[config.mk]
export PLATFORM = sky130hd
export DESIGN_NAME = elevator_target_floor_select
export DESIGN_NICKNAME = d
export VERILOG_FILES = /design/src/hw/rtl/efs_pkg.sv /design/src/hw/rtl/efs_step.sv /design/src/hw/rtl/elevator_target_floor_select.sv
export SDC_FILE = /design/constraint.sdc
export NUM_CORES = 1
export LEC_CHECK = 0
export BUFFER_PORTS_ARGS = -buffer_cell sky130_fd_sc_hd__buf_2
export CAP_MARGIN = 30
export CORE_UTILIZATION = 58
export CTS_CLUSTER_SIZE = 16
export DETAILED_ROUTE_END_ITERATION = 12
export PLACE_DENSITY = 0.78
export SYNTH_ARGS = -nofsm -noshare
export SYNTH_HDL_FRONTEND = slang
export SYNTH_SLANG_ARGS = --single-unit
[constraint.sdc]
create_clock -name clk -period 4 [get_ports clk]
set_input_delay 0.6 -clock clk [delete_from_list [all_inputs] [get_ports clk]]
set_output_delay 0.6 -clock clk [all_outputs]
set_load 0.01 [all_outputs]
[src/hw/rtl/efs_pkg.sv]
// Shared types, constants and scan helpers for the elevator target floor selector.
// No dependencies; every other file in hw/rtl imports this package.
`default_nettype none

package efs_pkg;

    // Building size and car position resolution
    localparam int NUM_FLOORS = 8;
    localparam int FRAC_BITS  = 8;

    // Fixed field widths of the ports
    localparam int CMD_W     = 3;
    localparam int FNUM_W    = 4;
    localparam int CAR_W     = 11;
    localparam int TOL_W     = 8;
    localparam int TGT_OUT_W = 4;
    localparam int MAP_OUT_W = 8;

    // Derived internal widths
    localparam int TGT_W      = $clog2(NUM_FLOORS + 1);
    localparam int IDX_W      = $clog2(NUM_FLOORS);
    localparam int WIDE_W     = CAR_W + 2;
    localparam int HALF_FLOOR = 1 << (FRAC_BITS - 1);
    localparam logic [TOL_W-1:0] TOL_RESET = 8'd13;

    typedef logic [CMD_W-1:0]      cmd_t;
    typedef logic [NUM_FLOORS-1:0] floor_map_t;
    typedef logic [TGT_W-1:0]      floor_t;
    typedef logic [WIDE_W-1:0]     wide_t;

    // Command codes
    localparam cmd_t CMD_PANEL_LIGHT = 3'd0;
    localparam cmd_t CMD_UP_CALL     = 3'd1;
    localparam cmd_t CMD_DOWN_CALL   = 3'd2;
    localparam cmd_t CMD_CLEAR_ALL   = 3'd3;
    localparam cmd_t CMD_IDLE_DECIDE = 3'd4;
    localparam cmd_t CMD_MOVE_UP     = 3'd5;
    localparam cmd_t CMD_MOVE_DOWN   = 3'd6;

    // One input item
    typedef struct packed {
        cmd_t              command;
        logic [FNUM_W-1:0] floor_number;
        logic              light_on;
        logic [CAR_W-1:0]  car_level;
    } item_t;

    // Dispatcher state: request maps, target and direction
    typedef struct packed {
        floor_map_t panel;
        floor_map_t up;
        floor_map_t down;
        floor_t     target;
        logic       dir_up;
    } state_t;

    // Lowest lit floor of a map, 0 if none
    function automatic floor_t lowest_set(input floor_map_t m);
        floor_t res;
        res = '0;
        for (int i = NUM_FLOORS - 1; i >= 0; i--) begin
            if (m[i]) res = floor_t'(i + 1);
        end
        return res;
    endfunction

    // Highest lit floor of a map, 0 if none
    function automatic floor_t highest_set(input floor_map_t m);
        floor_t res;
        res = '0;
        for (int i = 0; i < NUM_FLOORS; i++) begin
            if (m[i]) res = floor_t'(i + 1);
        end
        return res;
    endfunction

    // Floors strictly above floor n
    function automatic floor_map_t mask_above(input floor_t n);
        floor_map_t m;
        for (int i = 0; i < NUM_FLOORS; i++) begin
            m[i] = (floor_t'(i) >= n);
        end
        return m;
    endfunction

    // Floors strictly below floor n
    function automatic floor_map_t mask_below(input floor_t n);
        floor_map_t m;
        for (int i = 0; i < NUM_FLOORS; i++) begin
            m[i] = (floor_t'(i + 1) < n);
        end
        return m;
    endfunction

    // Request bit of floor fl, false outside 1..NUM_FLOORS
    function automatic logic lit(input floor_map_t m, input wide_t fl);
        wide_t d;
        d = fl - wide_t'(1);
        if (fl < wide_t'(1) || fl > wide_t'(NUM_FLOORS)) return 1'b0;
        return m[d[IDX_W-1:0]];
    endfunction

endpackage

`default_nettype wire

[src/hw/rtl/efs_step.sv]
// Next-state logic of the selector: applies one item to the dispatcher state.
// Depends on efs_pkg. Purely combinational; registers live in the top level.
`default_nettype none

module efs_step (
    input  wire efs_pkg::item_t                 item,
    input  wire efs_pkg::state_t                cur,
    input  wire logic [efs_pkg::TOL_W-1:0]      tolerance,
    output efs_pkg::state_t                     nxt
);
    import efs_pkg::*;

    wide_t      pos_w;
    wide_t      frac;
    wide_t      passed;
    wide_t      nx;
    wide_t      nearest_w;
    wide_t      tgt_w;
    wide_t      tol_w;
    wide_t      fnum_w;
    floor_t     nearest;
    floor_t     r_up;
    floor_t     r_down;
    floor_t     pick;
    floor_map_t above;
    floor_map_t below;
    logic       fnum_ok;
    logic [IDX_W-1:0] fidx;
    logic       dir_eff;

    // Position terms
    always_comb
    begin
        pos_w     = wide_t'(item.car_level);
        frac      = wide_t'(item.car_level[FRAC_BITS-1:0]);
        passed    = (pos_w >> FRAC_BITS) + wide_t'(1);
        nx        = passed + wide_t'(1);
        nearest_w = ((pos_w + wide_t'(HALF_FLOOR)) >> FRAC_BITS) + wide_t'(1);
        nearest   = (nearest_w > wide_t'(NUM_FLOORS)) ? floor_t'(NUM_FLOORS)
                                                      : floor_t'(nearest_w);
        tgt_w     = wide_t'(cur.target);
        tol_w     = wide_t'(tolerance);
        fnum_w    = wide_t'(item.floor_number);
        fnum_ok   = (fnum_w >= wide_t'(1)) && (fnum_w <= wide_t'(NUM_FLOORS));
        fidx      = IDX_W'(fnum_w - wide_t'(1));
    end

    // Both scans from the nearest floor, evaluated side by side
    always_comb
    begin
        above = mask_above(nearest);
        below = mask_below(nearest);
        if (nearest >= floor_t'(NUM_FLOORS)) begin
            r_up = '0;
        end else if (lowest_set((cur.panel | cur.up) & above) != '0) begin
            r_up = lowest_set((cur.panel | cur.up) & above);
        end else begin
            r_up = lowest_set(cur.down & above);
        end
        if (nearest <= floor_t'(1)) begin
            r_down = '0;
        end else if (highest_set((cur.panel | cur.down) & below) != '0) begin
            r_down = highest_set((cur.panel | cur.down) & below);
        end else begin
            r_down = highest_set(cur.up & below);
        end
    end

    // Command decode
    always_comb
    begin
        nxt     = cur;
        dir_eff = cur.dir_up;
        pick    = '0;
        case (item.command)
            CMD_PANEL_LIGHT:
            begin
                if (fnum_ok) nxt.panel[fidx] = item.light_on;
            end
            CMD_UP_CALL:
            begin
                if (fnum_ok) nxt.up[fidx] = item.light_on;
            end
            CMD_DOWN_CALL:
            begin
                if (fnum_ok) nxt.down[fidx] = item.light_on;
            end
            CMD_CLEAR_ALL:
            begin
                nxt.panel = '0;
                nxt.up    = '0;
                nxt.down  = '0;
            end
            CMD_IDLE_DECIDE:
            begin
                // ground and top floors force the direction
                if (nearest == floor_t'(1)) dir_eff = 1'b1;
                else if (nearest == floor_t'(NUM_FLOORS)) dir_eff = 1'b0;
                if (dir_eff) begin
                    pick = r_up;
                    if (r_up == '0 && r_down != '0) begin
                        pick    = r_down;
                        dir_eff = 1'b0;
                    end
                end else begin
                    pick = r_down;
                    if (r_down == '0 && r_up != '0) begin
                        pick    = r_up;
                        dir_eff = 1'b1;
                    end
                end
                nxt.target = pick;
                nxt.dir_up = dir_eff;
            end
            CMD_MOVE_UP:
            begin
                // next floor up may be claimed only until half a floor is passed
                if (frac < tol_w && tgt_w == passed) begin
                    nxt.target = cur.target;
                end else if (tgt_w == nx || frac > wide_t'(HALF_FLOOR)
                             || nx > wide_t'(NUM_FLOORS)) begin
                    nxt.target = cur.target;
                end else if (lit(cur.panel, nx) || lit(cur.up, nx)) begin
                    nxt.target = floor_t'(nx);
                end else if (tgt_w < nx && lit(cur.down, nx)) begin
                    nxt.target = floor_t'(nx);
                end
            end
            CMD_MOVE_DOWN:
            begin
                // levelled at the ground floor stops there
                if (frac < tol_w && passed == wide_t'(1)) begin
                    nxt.target = floor_t'(1);
                end else if (tgt_w == passed || frac < wide_t'(HALF_FLOOR)
                             || passed > wide_t'(NUM_FLOORS)) begin
                    nxt.target = cur.target;
                end else if (lit(cur.panel, passed) || lit(cur.down, passed)) begin
                    nxt.target = floor_t'(passed);
                end else if (tgt_w >= passed && lit(cur.up, passed)) begin
                    nxt.target = floor_t'(passed);
                end
            end
            default:
            begin
                nxt = cur;
            end
        endcase
    end

endmodule

`default_nettype wire

[src/hw/rtl/elevator_target_floor_select.sv]
// Top level of the elevator target floor selector: item register, state/result
// registers and the handshake. Depends on efs_pkg and efs_step.
`default_nettype none

// Takes one item per clock while the output side does not stall and returns one
// result per item, in order. An item is held in an input register until the state
// can advance, then applied to the request maps, target and direction; the updated
// state is the result and stays on the output ports until taken. out_valid is
// registered and rises as the state registers load the result of the item held in
// the input register. The rate is set by the feedback path from the state
// registers through the scan and decode logic. The output side stalling holds one
// item in the input register and then stalls the input. level_tolerance is written
// through cfg_valid/cfg_ready; it is to be written only while the block is idle,
// which the block itself does not enforce; cfg_ready is always high.
module elevator_target_floor_select (
    input  wire logic                             clk,
    input  wire logic                             rst_n,
    // configuration
    input  wire logic                             cfg_valid,
    output logic                                  cfg_ready,
    input  wire logic [efs_pkg::TOL_W-1:0]        level_tolerance,
    // input items
    input  wire logic                             in_valid,
    output logic                                  in_stall,
    input  wire logic [efs_pkg::CMD_W-1:0]        command,
    input  wire logic [efs_pkg::FNUM_W-1:0]       floor_number,
    input  wire logic                             light_on,
    input  wire logic [efs_pkg::CAR_W-1:0]        car_level,
    // results
    output logic                                  out_valid,
    input  wire logic                             out_stall,
    output logic [efs_pkg::TGT_OUT_W-1:0]         target_floor,
    output logic                                  going_up,
    output logic [efs_pkg::MAP_OUT_W-1:0]         panel_requests,
    output logic [efs_pkg::MAP_OUT_W-1:0]         up_calls,
    output logic [efs_pkg::MAP_OUT_W-1:0]         down_calls
);
    import efs_pkg::*;

    item_t             s1_item_reg;
    logic              s1_valid_reg;
    logic              s1_valid_next;
    state_t            state_reg;
    state_t            state_next;
    logic              out_valid_reg;
    logic              out_valid_next;
    logic [TOL_W-1:0]  tol_reg;
    logic              accept;
    logic              advance;

    // Handshake: state moves only when the result slot is free
    assign advance   = s1_valid_reg && (!out_valid_reg || !out_stall);
    assign in_stall  = s1_valid_reg && !advance;
    assign accept    = in_valid && !in_stall;
    assign cfg_ready = 1'b1;

    always_comb
    begin
        s1_valid_next  = accept ? 1'b1 : (advance ? 1'b0 : s1_valid_reg);
        out_valid_next = advance ? 1'b1 : (out_stall ? out_valid_reg : 1'b0);
    end

    // Item register
    always_ff @(posedge clk)
    begin
        if (accept) begin
            s1_item_reg.command      <= command;
            s1_item_reg.floor_number <= floor_number;
            s1_item_reg.light_on     <= light_on;
            s1_item_reg.car_level    <= car_level;
        end
    end

    // Next-state logic
    efs_step u_step (
        .item      (s1_item_reg),
        .cur       (state_reg),
        .tolerance (tol_reg),
        .nxt       (state_next)
    );

    // Control, state and configuration registers
    always_ff @(posedge clk or negedge rst_n)
    begin
        if (!rst_n) begin
            s1_valid_reg     <= 1'b0;
            out_valid_reg    <= 1'b0;
            state_reg.panel  <= '0;
            state_reg.up     <= '0;
            state_reg.down   <= '0;
            state_reg.target <= '0;
            state_reg.dir_up <= 1'b1;
            tol_reg          <= TOL_RESET;
        end else begin
            s1_valid_reg  <= s1_valid_next;
            out_valid_reg <= out_valid_next;
            if (advance) state_reg <= state_next;
            if (cfg_valid && cfg_ready) tol_reg <= level_tolerance;
        end
    end

    // State only changes as a result loads, so it doubles as the result register
    assign out_valid      = out_valid_reg;
    assign target_floor   = TGT_OUT_W'(state_reg.target);
    assign going_up       = state_reg.dir_up;
    assign panel_requests = MAP_OUT_W'(state_reg.panel);
    assign up_calls       = MAP_OUT_W'(state_reg.up);
    assign down_calls     = MAP_OUT_W'(state_reg.down);

    // Checks
    a_stall_needs_item: assert property (@(posedge clk) disable iff (!rst_n)
        in_stall |-> s1_valid_reg)
        else $error("input stalled with empty item register");

    a_target_in_range: assert property (@(posedge clk) disable iff (!rst_n)
        state_reg.target <= floor_t'(NUM_FLOORS))
        else $error("stored target beyond top floor");

    a_advance_loads_result: assert property (@(posedge clk) disable iff (!rst_n)
        advance |=> out_valid_reg)
        else $error("processed item gave no result");

    a_clear_all: assert property (@(posedge clk) disable iff (!rst_n)
        (advance && s1_item_reg.command == CMD_CLEAR_ALL) |=>
            (state_reg.panel == '0 && state_reg.up == '0 && state_reg.down == '0))
        else $error("clear all left request bits set");

    a_dir_only_on_decide: assert property (@(posedge clk) disable iff (!rst_n)
        (advance && s1_item_reg.command != CMD_IDLE_DECIDE) |=> $stable(state_reg.dir_up))
        else $error("direction changed outside idle decision");

    a_state_holds_when_stalled: assert property (@(posedge clk) disable iff (!rst_n)
        !advance |=> $stable(state_reg))
        else $error("state changed without a result");

endmodule

`default_nettype wire

* After elaboration in Yosys (flattened, before gate mapping)
Cells that the tools add are included.
** Operators by class
- Order comparisons :: 34
- Reductions and logical operators :: 41
- Equal/unequal tests :: 20
- $add $sub $neg :: 7
- Mux-type cells :: 128
- Bitwise logic cells :: 6
** Operators with widths (count)
- 4-bit 2-to-1 mux :: 40
- 1-bit 2-to-1 mux :: 63
- 8-bit one-hot mux with 2 select lines :: 3
- 8-bit AND :: 4
- 13-bit by 4-bit > comparator with 1-bit output, second input constant :: 2
- 8-bit bitwise mux :: 3
- 8-bit 2-to-1 mux :: 3
- 1-bit binary-select mux with 3-bit select :: 6
- 3-bit by 4-bit >= comparator with 1-bit output, first input constant :: 4
- 3-bit by 4-bit less-than comparator with 1-bit output, first input constant :: 4
- 8-bit bitwise OR :: 2
- 4-bit nonzero test :: 4
- 4-bit by 13-bit equality test with 1-bit output :: 1
- 13-bit by 1-bit less-than comparator with 1-bit output, second input constant :: 1
- 4-bit by 13-bit less-than comparator with 1-bit output :: 1
- 11-bit by 8-bit adder with 12-bit output, second input constant :: 1
- 3-bit by 4-bit less-than comparator with 1-bit output, second input constant :: 3
- 3-bit 2-to-1 mux :: 4
- 4-bit one-hot mux with 3 select lines :: 1
- 1-bit logical AND :: 11
- 3-bit equality test, second input constant :: 3
- 1-bit logical OR :: 9
- 3-bit AND reduction :: 3
- 3-bit by 1-bit subtractor with 3-bit output, second input constant :: 3
- other kinds (38) :: 57
** Word-level totals
- Bits in registers :: 58
- Logic and storage cells :: 248
- Bits of input ports :: 32

* Logic depth before layout (Yosys ltp)
Gate-level depths: netlist of run 1.
- Depth after elaboration :: 28
- Depth in mapped cells :: 14

* Hierarchy
Synthesis of run 1 repeated with hierarchy kept, for this count alone.
** Unflattened totals
- Cells, all modules :: 537
- Area total of the unflattened synthesis :: 4982.3 um2
** By module, submodules not included
- efs_step :: cells an instance 430, area each 2881.5 um2, instances 1, seq. area each 0.0 um2
- elevator_target_floor_select :: cells an instance 107, area each 2100.8 um2, instances 1, seq. area each 1551.5 um2

* Worst setup path after synthesis of run 1
OpenSTA, ideal clock, no wires.
- Kind :: register -> register
- From :: register s1_item_reg[8] (netlist name)
- To :: register state_reg (netlist bit target_floor[0])
- Arrival time :: 3271 ps
- Library setup time :: 95 ps
- Path slack :: 634 ps
- Path buffers :: 1
- Cell stages (with the launch flop) :: 15
- Path through :: edfxtp_1 > buf_2 > inv_1 > ha_1 > inv_2 > o31a_1 > ha_1 > a21oi_1 > o21ai_0 > o211ai_1 > o21ai_1 > o31ai_1 > nand3_1 > mux2_2 > o31ai_1
** Between the ends
- Longest elaborated chain between the ends :: 23
- Elaborated cells between the ends (all ways) :: 174
- Classes of those cells :: add/sub: 6; order compare: 25; eq/ne: 10; mux: 108; bitwise: 4; reduce/logical: 21
** Ends and longest elaborated chain
- start: declaration :: line elevator_target_floor_select.sv:40 : item_t s1_item_reg;
- 11-bit by 8-bit adder with 12-bit output :: line efs_step.sv:38 : nearest_w = ((pos_w + wide_t'(HALF_FLOOR)) >> FRAC_BITS) + wide_t'(1);
- 5-bit by 1-bit adder with 6-bit output :: line efs_step.sv:38
- 13-bit by 4-bit > comparator with 1-bit output :: line efs_step.sv:39 : nearest = (nearest_w > wide_t'(NUM_FLOORS)) ? floor_t'(NUM_FLOORS)
- 4-bit 2-to-1 mux :: line efs_step.sv:39
- 1-bit by 4-bit less-than comparator with 1-bit output or 3-bit by 4-bit >= comparator with 1-bit output (tied branches) :: line efs_pkg.sv:90, efs_pkg.sv:81
- 8-bit AND (on tied branches)
- 1-bit 2-to-1 mux or 4-bit 2-to-1 mux (tied branches) :: line efs_pkg.sv:72, efs_pkg.sv:62
- 2-bit 2-to-1 mux or 4-bit 2-to-1 mux (tied branches) (2 in series) :: line efs_pkg.sv:72, efs_pkg.sv:62
- [6 not listed]
- 4-bit nonzero test (on tied branches) :: line efs_step.sv:62, efs_step.sv:55
- 4-bit 2-to-1 mux (on tied branches) :: line efs_step.sv:62, efs_step.sv:55
- 4-bit 2-to-1 mux (on tied branches) :: line efs_step.sv:60, efs_step.sv:53
- 4-bit logical NOT, or another cell as far along :: line efs_step.sv:107 : if (r_down == '0 && r_up != '0) begin
- 1-bit logical AND (on tied branches) :: line efs_step.sv:107, efs_step.sv:101
- 4-bit 2-to-1 mux (on tied branches) :: line efs_step.sv:107, efs_step.sv:101
- 4-bit 2-to-1 mux :: line efs_step.sv:99 : if (dir_eff) begin
- 4-bit one-hot mux with 3 select lines :: line efs_step.sv:75 : case (item.command)
- end signal: assignment :: line elevator_target_floor_select.sv:97 : if (advance) state_reg <= state_next;
- end: declaration :: line elevator_target_floor_select.sv:43 : state_t state_reg;
Parallel ways exist; a longest one is shown, timed or not. The select of a mux whose other input is x is not followed.
A chain may end at the register's enable or synchronous reset.

* Worst setup path after layout of run 1
- From :: register s1_item_reg[8] (netlist name)
- To :: register state_reg (netlist bit target_floor[2])
The elaborated chain is that of the path after synthesis.

==> out/qor.yml, run 1 <==
dr.first_iter.drc_count: 386
fin_skew_ns: 0.00679
nets: 599
grt_pass1_vias: 3948
syn_area_sq_mm: 0.00437
dieArea_sq_mm: 0.00788
hp-class: "in -> async"
switching_share_pct: 40.9
rr_endpoint: "target_floor[2]"
core_sq_mm: 0.00725
hold_violations: 0
fmax_ghz: 0.268
routed_wl_um: 13200
synth_area_leader_cell: "dfrtp_1"
finish.utilization_pct: 68.8
slew-limit-headroom_pct: 39.4
vdd_drop_max_uv: 289
insertion_delay_ns: 0.35
synth_top_area_share_pct: 20.1
drt-pass1-iter-count: 6
final_common_cell: "o21ai_0"
cts_resized: 0
setup_viol: 0
num_antenna_cells: 0
cts_tree: "built"
yosysWarnings: 0
wl_per_cell_um: 20.4
required_ns: 4.22
synth_edf_count: 19
area_delta_synth_final_pct: 14.3
finalCritPeriodShare_pct: 93.2
internal_power_w: 0.00160
arrival_ns: 3.95
worst_pin_slew_ns: 0.910
vias: 4266
clock-sinks: 58
drc: 0
antenna_left: 0
grtUsageTotal_pct: 35.7
die_h_um: 88.8
cts_setup_buffers: 0
worstPathMaxFanout: 18
initial_core_util_pct: 60.2
antenna_found_initial: 0
clkPwrFrac_pct: 23.6
clockBufferDepth: 2
reg2reg_slack_ns: 0.27
drv_slew: 0
rsz0062_at_grt: "false"
synth_nets: 536
root_buffer: "clkbuf_8"
grt_pass1_wl_um: 20600
r2r_cells: 12
largest_register_ffs: 19
place.detailed.hpwl_um: 10000
power_leakage_nw: 2.21
chipWidth_um: 88.8
ys_async_sr_fraction_pct: 67.2
grt_max_degree: 40
max_cap_violations: 0
setup_tns_ns: 0
start_kind: "flip-flop"
min_period_ns: 3.73
drive_gt1_share_pct: 22.2
p_sw_w: 0.00110
r2r_start: "s1_item_reg[8]"
numPortBuffers: 62
ys_seq_elements: 58
gr-total-overflow: 0
rows: 31
cts-buffers-inserted: 9
clk_transition_reported_paths_ns: 0.07
yosysSeqAreaShare_pct: 35.5
ys.flop_type: "dfrtp_1"
seq_power_share_pct: 32.1
gp_congestion: 0.970
synth.area.top_cells: "dfrtp_1, edfxtp_1, o21ai_0"
critPathKind: "reg -> reg"
io_pins: 64
most-common-layout-cells: "o21ai_0, buf_2, nand2_1"
synthCells: 481
status: "completed"
ys_types: 86
h-tree-depth: 3
power.density_mw_per_mm2: 541
vias_per_cell: 6.58
endpoint_kind: "flip-flop"
cts_hold_buffers: 0
syn_avg_cell_area_sq_um: 9.08
combPwrFrac_pct: 44.3
nFillCells: 602
==> layout make-up <==
class,instances,area (sq um),share of cell area [%]
Clock buffer,12,155,3.11
Clock inverter,4,73.8,1.48
Inverter,24,90.1,1.80
Multi-Input combinational cell,384,2650,53.1
Sequential cell,58,1550,31.1
Tap cell,99,124,2.48
Timing Repair Buffer,67,348,6.97
==> how the worst max path moves through the flow <==
stage              startpoint               to  slack (ns)  depth (start not counted)
6_report       s1_item_reg[8]  target_floor[2]        0.27                         12
5_1_grt        s1_item_reg[8]  target_floor[2]        0.04                         12
4_1_cts        s1_item_reg[8]  target_floor[2]        0.35                         12
3_5_place_dp   s1_item_reg[8]  target_floor[2]        0.39                         12
3_3_place_gp   s1_item_reg[8]  target_floor[2]        0.42                         12
2_1_floorplan  s1_item_reg[8]  target_floor[0]        0.63                         14
==> power by group through the flow <==
stage	Clock (W)	Sequential (W)	Combinational [W]
floorplan	0	0.000847	0.000820
global placement	0	0.000868	0.00114
detailed placement	0	0.000872	0.00116
CTS	0.000647	0.000861	0.00117
global route	0.000666	0.000880	0.00131
finish	0.000637	0.000866	0.00120
==> layer usage <==
layer | GRT usage, % | vias up | routed length, um
li1 | - | 1957 | -
met1 | 46.6 | 2024 | 5440
met2 | 57.6 | 240 | 6270
met3 | 7.37 | 45 | 1010
met4 | 15.7 | 0 | 480
met5 | 0 | - | 0
==> cells by family after synthesis <==
logic type,Yosys count,share of synthesized area (%)
AND/OR/NAND/NOR,156,18.4
buffers and inverters,39,3.84
flip-flops,58,35.5
other,1,0.0859
AO/OA/AOI/OAI,179,27.0
adder cells (fa/ha/maj),23,6.59
XOR/XNOR,9,2.52
multiplexers,16,6.04
==> critical path, cell delays in order, from the launching register on <==
cell and delay (ns):
edfxtp_1 0.55, ha_1 0.34, xor2_1 0.21, ha_1 0.74, inv_2 0.24, or3_1 0.40, mux2i_1 0.14, o211ai_1 0.16
o211ai_2 0.19, nor3_2 0.09, a32o_1 0.28, a22oi_1 0.19, o21ai_1 0.08
==> cell usage after synthesis (9+ instances only) <==
| cell type | n |
|---|---|
| nor2b_1 | 10 |
| nand3_1 | 12 |
| o21ai_0 | 78 |
| clkbuf_1 | 9 |
| inv_1 | 21 |
| nor2_1 | 35 |
| dfrtp_1 | 35 |
| a21oi_1 | 20 |
| ha_1 | 23 |
| edfxtp_1 | 19 |
| nand2_1 | 44 |
==> per-stage QoR <==
stage          std cells  total power (W)  worst slack (ns)  hold slack [ns]  cell area, sq um
4_1_cts              648          0.00268             0.345            0.413              4990
6_report             648          0.00270             0.273            0.370              4990
5_1_grt              648          0.00285            0.0425            0.413              4990
2_1_floorplan        481          0.00167             0.634            0.304              4370
3_3_place_gp         632          0.00201             0.416            0.492              4760
3_5_place_dp         632          0.00204             0.389            0.504              4760
Note: power is estimated with default switching activity, not from simulation.
==> run 2: changes to the inputs <==
--- a/config.mk
+++ b/config.mk
@@ -7,10 +7,12 @@
 export LEC_CHECK = 0
 export BUFFER_PORTS_ARGS = -buffer_cell sky130_fd_sc_hd__buf_2
 export CAP_MARGIN = 30
-export CORE_UTILIZATION = 58
+export CORE_UTILIZATION = 59
 export CTS_CLUSTER_SIZE = 16
 export DETAILED_ROUTE_END_ITERATION = 12
 export PLACE_DENSITY = 0.78
+export REMOVE_ABC_BUFFERS = 1
 export SYNTH_ARGS = -nofsm -noshare
 export SYNTH_HDL_FRONTEND = slang
+export SYNTH_HIERARCHICAL = 1
 export SYNTH_SLANG_ARGS = --single-unit
==> out/qor.yml, run 2 <==
synth_edf_count: 19
h-tree-depth: 3
drc: 0
nFillCells: 618
yosysSeqAreaShare_pct: 31.1
yosysMostFrequentCell: "o21ai_0"
combPwrFrac_pct: 57.5
largest_register_ffs: 19
area_delta_synth_final_pct: 19.7
most-common-layout-cells: "buf_2, o21ai_0, nor2_1"
critPathKind: "reg -> reg"
clkPwrFrac_pct: 11.7
p_sw_w: 0.00191
worst_pin_slew_ns: 1.02
path_cells: "buf_4 > xor2_2 > ha_4 > xnor2_4 > xnor2_2 > buf_12 > o211ai_1 > buf_4 > o21ai_2 > nand4_2 > o221ai_1 > or4_4 > or2_1 > a2bb2oi_2 > o221ai_2 > mux2_2"
vias_per_cell: 6.92
fmax_ghz: 0.261
vdd_drop_max_uv: 361
antenna_found_initial: 0
slew-limit-headroom_pct: 31.5
switching_share_pct: 47.9
reg2reg_slack_ns: 0.16
rows: 33
status: "completed"
hp-class: "in -> async"
drive_gt1_share_pct: 33.0
ys_seq_elements: 58
endpoint_kind: "flip-flop"
start_kind: "flip-flop"
clk_transition_reported_paths_ns: 0.07
ys_types: 89
num_antenna_cells: 0
wl_per_cell_um: 22.1
clockBufferDepth: 2
core_sq_mm: 0.00818
min_period_ns: 3.84
io_pins: 64
synth_top_area_share_pct: 17.6
cts-buffers-inserted: 9
initial_core_util_pct: 60.9
gr-total-overflow: 0
seq_power_share_pct: 30.8
syn_avg_cell_area_sq_um: 9.28
internal_power_w: 0.00207
numPortBuffers: 62
nets: 681
dr.first_iter.drc_count: 843
synth_common_cells: "o21ai_0, nor2_1, nand2_1"
vias: 5096
antenna_left: 0
gp_congestion: 1.02
chipWidth_um: 93.9
final_common_cell: "buf_2"
use_met1_pct: 48.6
grt_util_met3_pct: 4.21
globalRouteMet2Util_pct: 61.7
worstPathMaxFanout: 16
grtUsageTotal_pct: 37.4
dieArea_sq_mm: 0.00882
synthCells: 537
grt_max_degree: 40
r2r_start: "s1_item_reg[9]"
fin_skew_ns: 0.00941
r2r_cells: 16
hold_violations: 0
placed_area_sq_mm: 0.00557
critical_path.most_common_cell: "buf_4"
routed_wl_um: 16300
power_leakage_nw: 2.52
finalCritPeriodShare_pct: 95.9
grt_pass1_vias: 4712
gr-max-usage-layer: "met2"
required_ns: 4.28
hold_slack_ns: 0.387
arrival_ns: 4.12
crit_path_max_incr_delay_ns: 0.56
critPathLaunch: "s1_item_reg[9]"
ys.flop_type: "dfrtp_1"
finish.utilization_pct: 73.0
ys_async_sr_fraction_pct: 67.2
place.detailed.hpwl_um: 11600
final_cell_area_sq_mm: 0.00597
crit_path_end: "target_floor[1]"
clock-sinks: 58
rr_endpoint: "target_floor[1]"
syn_area_sq_mm: 0.00498
cts_tree: "built"
drt-pass1-iter-count: 8
root_buffer: "clkbuf_8"
power.density_mw_per_mm2: 667
setup_viol: 0
grt_pass1_wl_um: 24700
max_cap_violations: 0
synth_area_leader_cell: "dfrtp_1"
synth.area.top_cells: "dfrtp_1, edfxtp_1, mux2_2"
critPathSlowestCell: "or4_4"
die_h_um: 93.9
insertion_delay_ns: 0.34
drv_slew: 0
yosysWarnings: 6
-- run 2: cell families (layout without fill, tap and decap cells) --
logic type / count (synthesis) / in the layout / synth area share [%]
buffers and inverters: 51 / 145 / 5.15
other: 1 / 1 / 0.0753
and+or+nand+nor: 150 / 150 / 15.2
adders and majority gates: 24 / 24 / 5.98
AOI/OAI and AO/OA: 183 / 183 / 25.0
muxes: 62 / 62 / 15.2
xor gates and xnor gates: 8 / 8 / 2.24
DFF: 58 / 58 / 31.1
-- run 2: how the worst min path moves through the flow --
stage,endpoint,slack (ns),depth (start not counted)
2_1_floorplan,down_calls[0],0.30,0
3_3_place_gp,out_valid,0.47,1
3_5_place_dp,out_valid,0.49,1
4_1_cts,panel_requests[7],0.41,1
5_1_grt,s1_item_reg[12],0.42,1
6_report,panel_requests[7],0.39,1
-- run 2: cell type report --
| cell class | instances | area (sq um) | area share (%) |
|---|---|---|---|
| Inverter | 27 | 101 | 1.70 |
| Timing Repair Buffer | 102 | 652 | 10.9 |
| Clock inverter | 5 | 32.5 | 0.545 |
| Sequential cell | 58 | 1550 | 26.0 |
| Clock buffer | 11 | 131 | 2.20 |
| Multi-Input combinational cell | 428 | 3370 | 56.4 |
| Tap cell | 105 | 131 | 2.20 |
-- run 2: critical path: cells and delay by family, from the launching register on --
kind                       cells  cell delay (ns)
buffers and inverters          3             0.53
AOI/OAI and AO/OA              5             0.92
muxes                          1             0.18
and+or+nand+nor                3             0.96
DFF                            1             0.47
adders and majority gates      1             0.20
xor gates and xnor gates       3             0.53
-- run 2: power groups by stage --
stage	logic (W)	registers, W	clock network [W]
floorplan	0.00132	0.00109	0
global placement	0.00199	0.00120	0
detailed placement	0.00203	0.00120	0
CTS	0.00206	0.00119	0.000472
global route	0.00246	0.00124	0.000493
finish	0.00229	0.00123	0.000465
-- run 2: per-layer routing --
| metal | part of all wire, % | wire length, um |
|---|---|---|
| met4 | 4.8 | 774 |
| met3 | 10 | 1650 |
| met1 | 38 | 6170 |
| met5 | 0 | 0 |
| met2 | 47 | 7670 |
-- run 2: timing repair --
| item | 4_1_cts | 5_1_grt |
|---|---|---|
| gates cloned | 0 | 0 |
| buffers inserted | 0 | 4 |
| hold buffers | 0 | 0 |
| hold endpoints to repair | 0 | 0 |
| resized for setup | 4 | 36 |
| pin swaps | 0 | 15 |
| endpoints found under the setup margin | 2 | 5 |
-- run 2: stage by stage --
step,power (W),setup slack [ns],std cells,TNS [ns]
final,0.00398,0.163,736,0
after global routing,0.00419,-0.00681,736,-0.00731
after CTS,0.00372,0.0584,732,0
after detailed placement,0.00324,-0.0641,716,-0.0917
after global placement,0.00319,0.0541,715,0
after floorplan,0.00241,-0.0205,513,-0.0205
==> run 3: changes to the inputs <==
--- a/config.mk
+++ b/config.mk
@@ -5,6 +5,7 @@
 export SDC_FILE = /design/constraint.sdc
 export NUM_CORES = 1
 export LEC_CHECK = 0
+export ABC_AREA = 1
 export BUFFER_PORTS_ARGS = -buffer_cell sky130_fd_sc_hd__buf_2
 export CAP_MARGIN = 30
 export CORE_UTILIZATION = 59
==> out/qor.yml, run 3 <==
chipWidth_um: 93.1
cts-buffers-inserted: 9
critPathSlowestCell: "edfxtp_1"
h-tree-depth: 3
layoutNonFillerInstCount: 908
hold_violations: 0
core_sq_mm: 0.00789
ys_types: 47
status: "completed"
synth_area_leader_cell: "dfrtp_1"
vias: 5596
synthMuxAreaShare_pct: 0
synth_top_area_share_pct: 17.9
rows: 32
setup_viol: 0
grt_pass1_vias: 5311
finalCritPeriodShare_pct: 93.3
wl_per_cell_um: 17.8
final_common_cell: "nand2_1"
antenna_left: 0
dieArea_sq_mm: 0.00866
seq_power_share_pct: 30.9
grt_max_degree: 40
drc: 0
required_ns: 4.23
gr-total-overflow: 0
r2r_cells: 18
ys_async_sr_fraction_pct: 67.2
gp_congestion: 1.04
switching_share_pct: 48.2
synthXorXnorAreaFrac_pct: 0.179
synthCells: 735
clock-sinks: 58
clockBufferDepth: 2
slew-limit-headroom_pct: 22.6
io_pins: 64
p_sw_w: 0.00130
cts_tree: "built"
rsz0062_at_grt: "false"
synth_compound_area_share_pct: 17.9
arrival_ns: 3.97
combPwrFrac_pct: 51.2
grt_pass1_wl_um: 25900
drt-pass1-iter-count: 6
ys_seq_elements: 58
insertion_delay_ns: 0.34
routed_wl_um: 16200
hp-class: "in -> async"
yosysMostFrequentCell: "nand2_1"
nFillCells: 697
grtUsageTotal_pct: 38.8
synth.area.top_cells: "dfrtp_1, nand2_1, edfxtp_1"
worst_pin_slew_ns: 1.15
syn_area_sq_mm: 0.00489
nets: 856
initial_core_util_pct: 62.0
die_h_um: 93.1
fin_skew_ns: 0.00858
synth-adder-area-share_pct: 5.88
clk_transition_reported_paths_ns: 0.08
root_buffer: "clkbuf_8"
setup_tns_ns: 0
power_leakage_nw: 2.90
vdd_drop_max_uv: 264
drive_gt1_share_pct: 16.6
vias_per_cell: 6.16
num_antenna_cells: 0
dp.cells: 888
most-common-layout-cells: "nand2_1, inv_1, nor2_1, o21ai_0, buf_2"
crit_path_max_incr_delay_ns: 0.54
endpoint_kind: "flip-flop"
yosysSeqAreaShare_pct: 31.7
critical_path.most_common_cell: "nand2_1"
antenna_found_initial: 0
synth_common_cells: "nand2_1, inv_1, nor2_1"
worstPathMaxFanout: 8
cts_hold_buffers: 0
ys.flop_type: "dfrtp_1"
dr.first_iter.drc_count: 678
critPathKind: "reg -> reg"
power.density_mw_per_mm2: 488
synth_top_family_by_area: "simple AND/OR/NAND/NOR gates"
largest_register_ffs: 19
min_period_ns: 3.73
max_cap_violations: 0
numPortBuffers: 62
drv_slew: 0
path_cells: "ha_1 > or2_2 > nand2_2 > xor2_1 > ha_1 > a21oi_1 > o21ai_0 > a21oi_1 > nand2_1 > o311ai_0 > nand3_1 > inv_1 > nand2_1 > o211ai_1 > o21ai_0 > nand3b_1 > nand3_1 > nand2_1"
synthSimpleGateAreaFrac_pct: 33.3
clkPwrFrac_pct: 17.9
place.detailed.hpwl_um: 12200
area_delta_synth_final_pct: 12.9
syn_avg_cell_area_sq_um: 6.66
place_ws_ns: 0.0647
yosysWarnings: 6
finish.utilization_pct: 70.0
finalPower_w: 0.00269
synth_edf_count: 19
start_kind: "flip-flop"
internal_power_w: 0.00139
fmax_ghz: 0.268
setup_ws_ns: 0.268
[run 3: cell types whose count changed after synthesis, sizes merged, moves of 12 or more]
cell   change
mux2      -38
inv       +94
nand2    +171
o22ai     +18
mux2i     -20
o21ai     +13
nor3      -12
nor2      +30
nand3     +55
[run 3: power groups by stage]
stage | logic, W | clock network, W | registers, W
after floorplan | 0.000939 | 0 | 0.000823
after global placement | 0.00125 | 0 | 0.000832
after detailed placement | 0.00132 | 0 | 0.000839
after CTS | 0.00132 | 0.000487 | 0.000828
after global routing | 0.00152 | 0.000518 | 0.000842
final | 0.00138 | 0.000483 | 0.000833
[run 3: path summary, 6_finish.rpt]
kind / startpoint / to / slack [ns]
worst max-delay path: s1_item_reg[9] / target_floor[2] / 0.27
worst min-delay path: rst_n / up_calls[1] / 0.16
worst max register to register: s1_item_reg[9] / target_floor[2] / 0.27
worst min register to register: tol_reg[0] / tol_reg[0] / 0.48
max in group asynchronous: rst_n / going_up / 3.29
min in group clk: car_level[2] / s1_item_reg[2] / 0.43
[run 3: critical path: cells and delay by family (launching register included)]
| family | cells | cell delay (ns) |
|---|---|---|
| AOI/OAI and AO/OA | 6 | 0.81 |
| DFF | 1 | 0.54 |
| buffers and inverters | 1 | 0.18 |
| adders and majority gates | 2 | 0.61 |
| and+or+nand+nor | 8 | 1.24 |
| xor gates and xnor gates | 1 | 0.23 |
[run 3: kinds of logic (layout without fill, tap and decap cells)]
logic type / after synthesis / after routing
AO/OA/AOI/OAI: 150 / 150
XOR/XNOR: 1 / 1
adder cells (fa/ha/maj): 23 / 23
buffers and inverters: 135 / 206
flip-flops: 58 / 58
other: 1 / 1
AND/OR/NAND/NOR: 367 / 367
[run 3: what timing repair did]
| action | in CTS | in global routing |
|---|---|---|
| setup buffers | 0 | 3 |
| endpoints found under the setup margin | 0 | 4 |
| resized for setup | 0 | 5 |
[run 3: metrics by stage]
step,cell area [sq um],hold WS [ns]
after floorplan,4810,0.304
after global placement,5270,0.458
after detailed placement,5300,0.467
after CTS,5470,0.421
after global routing,5520,0.178
final,5520,0.164
[run 3: cell type report]
cell class | instances | area (sq um) | share of cell area, %
tap | 102 | 128 | 2.31
timing repair buffer | 70 | 403 | 7.29
inverter | 120 | 450 | 8.15
sequential | 58 | 1550 | 28.1
clock inverter | 7 | 46.3 | 0.838
multi-input combinational | 542 | 2820 | 51.1
clock buffer | 9 | 124 | 2.24
[run 3: metal layers]
layer	vias to the layer above	track usage, %	share of wire [%]
met5	-	0	0
met4	0	16.5	3.6
met3	67	7.32	11
met2	416	63.3	46
met1	2566	50.2	40
li1	2547	-	-
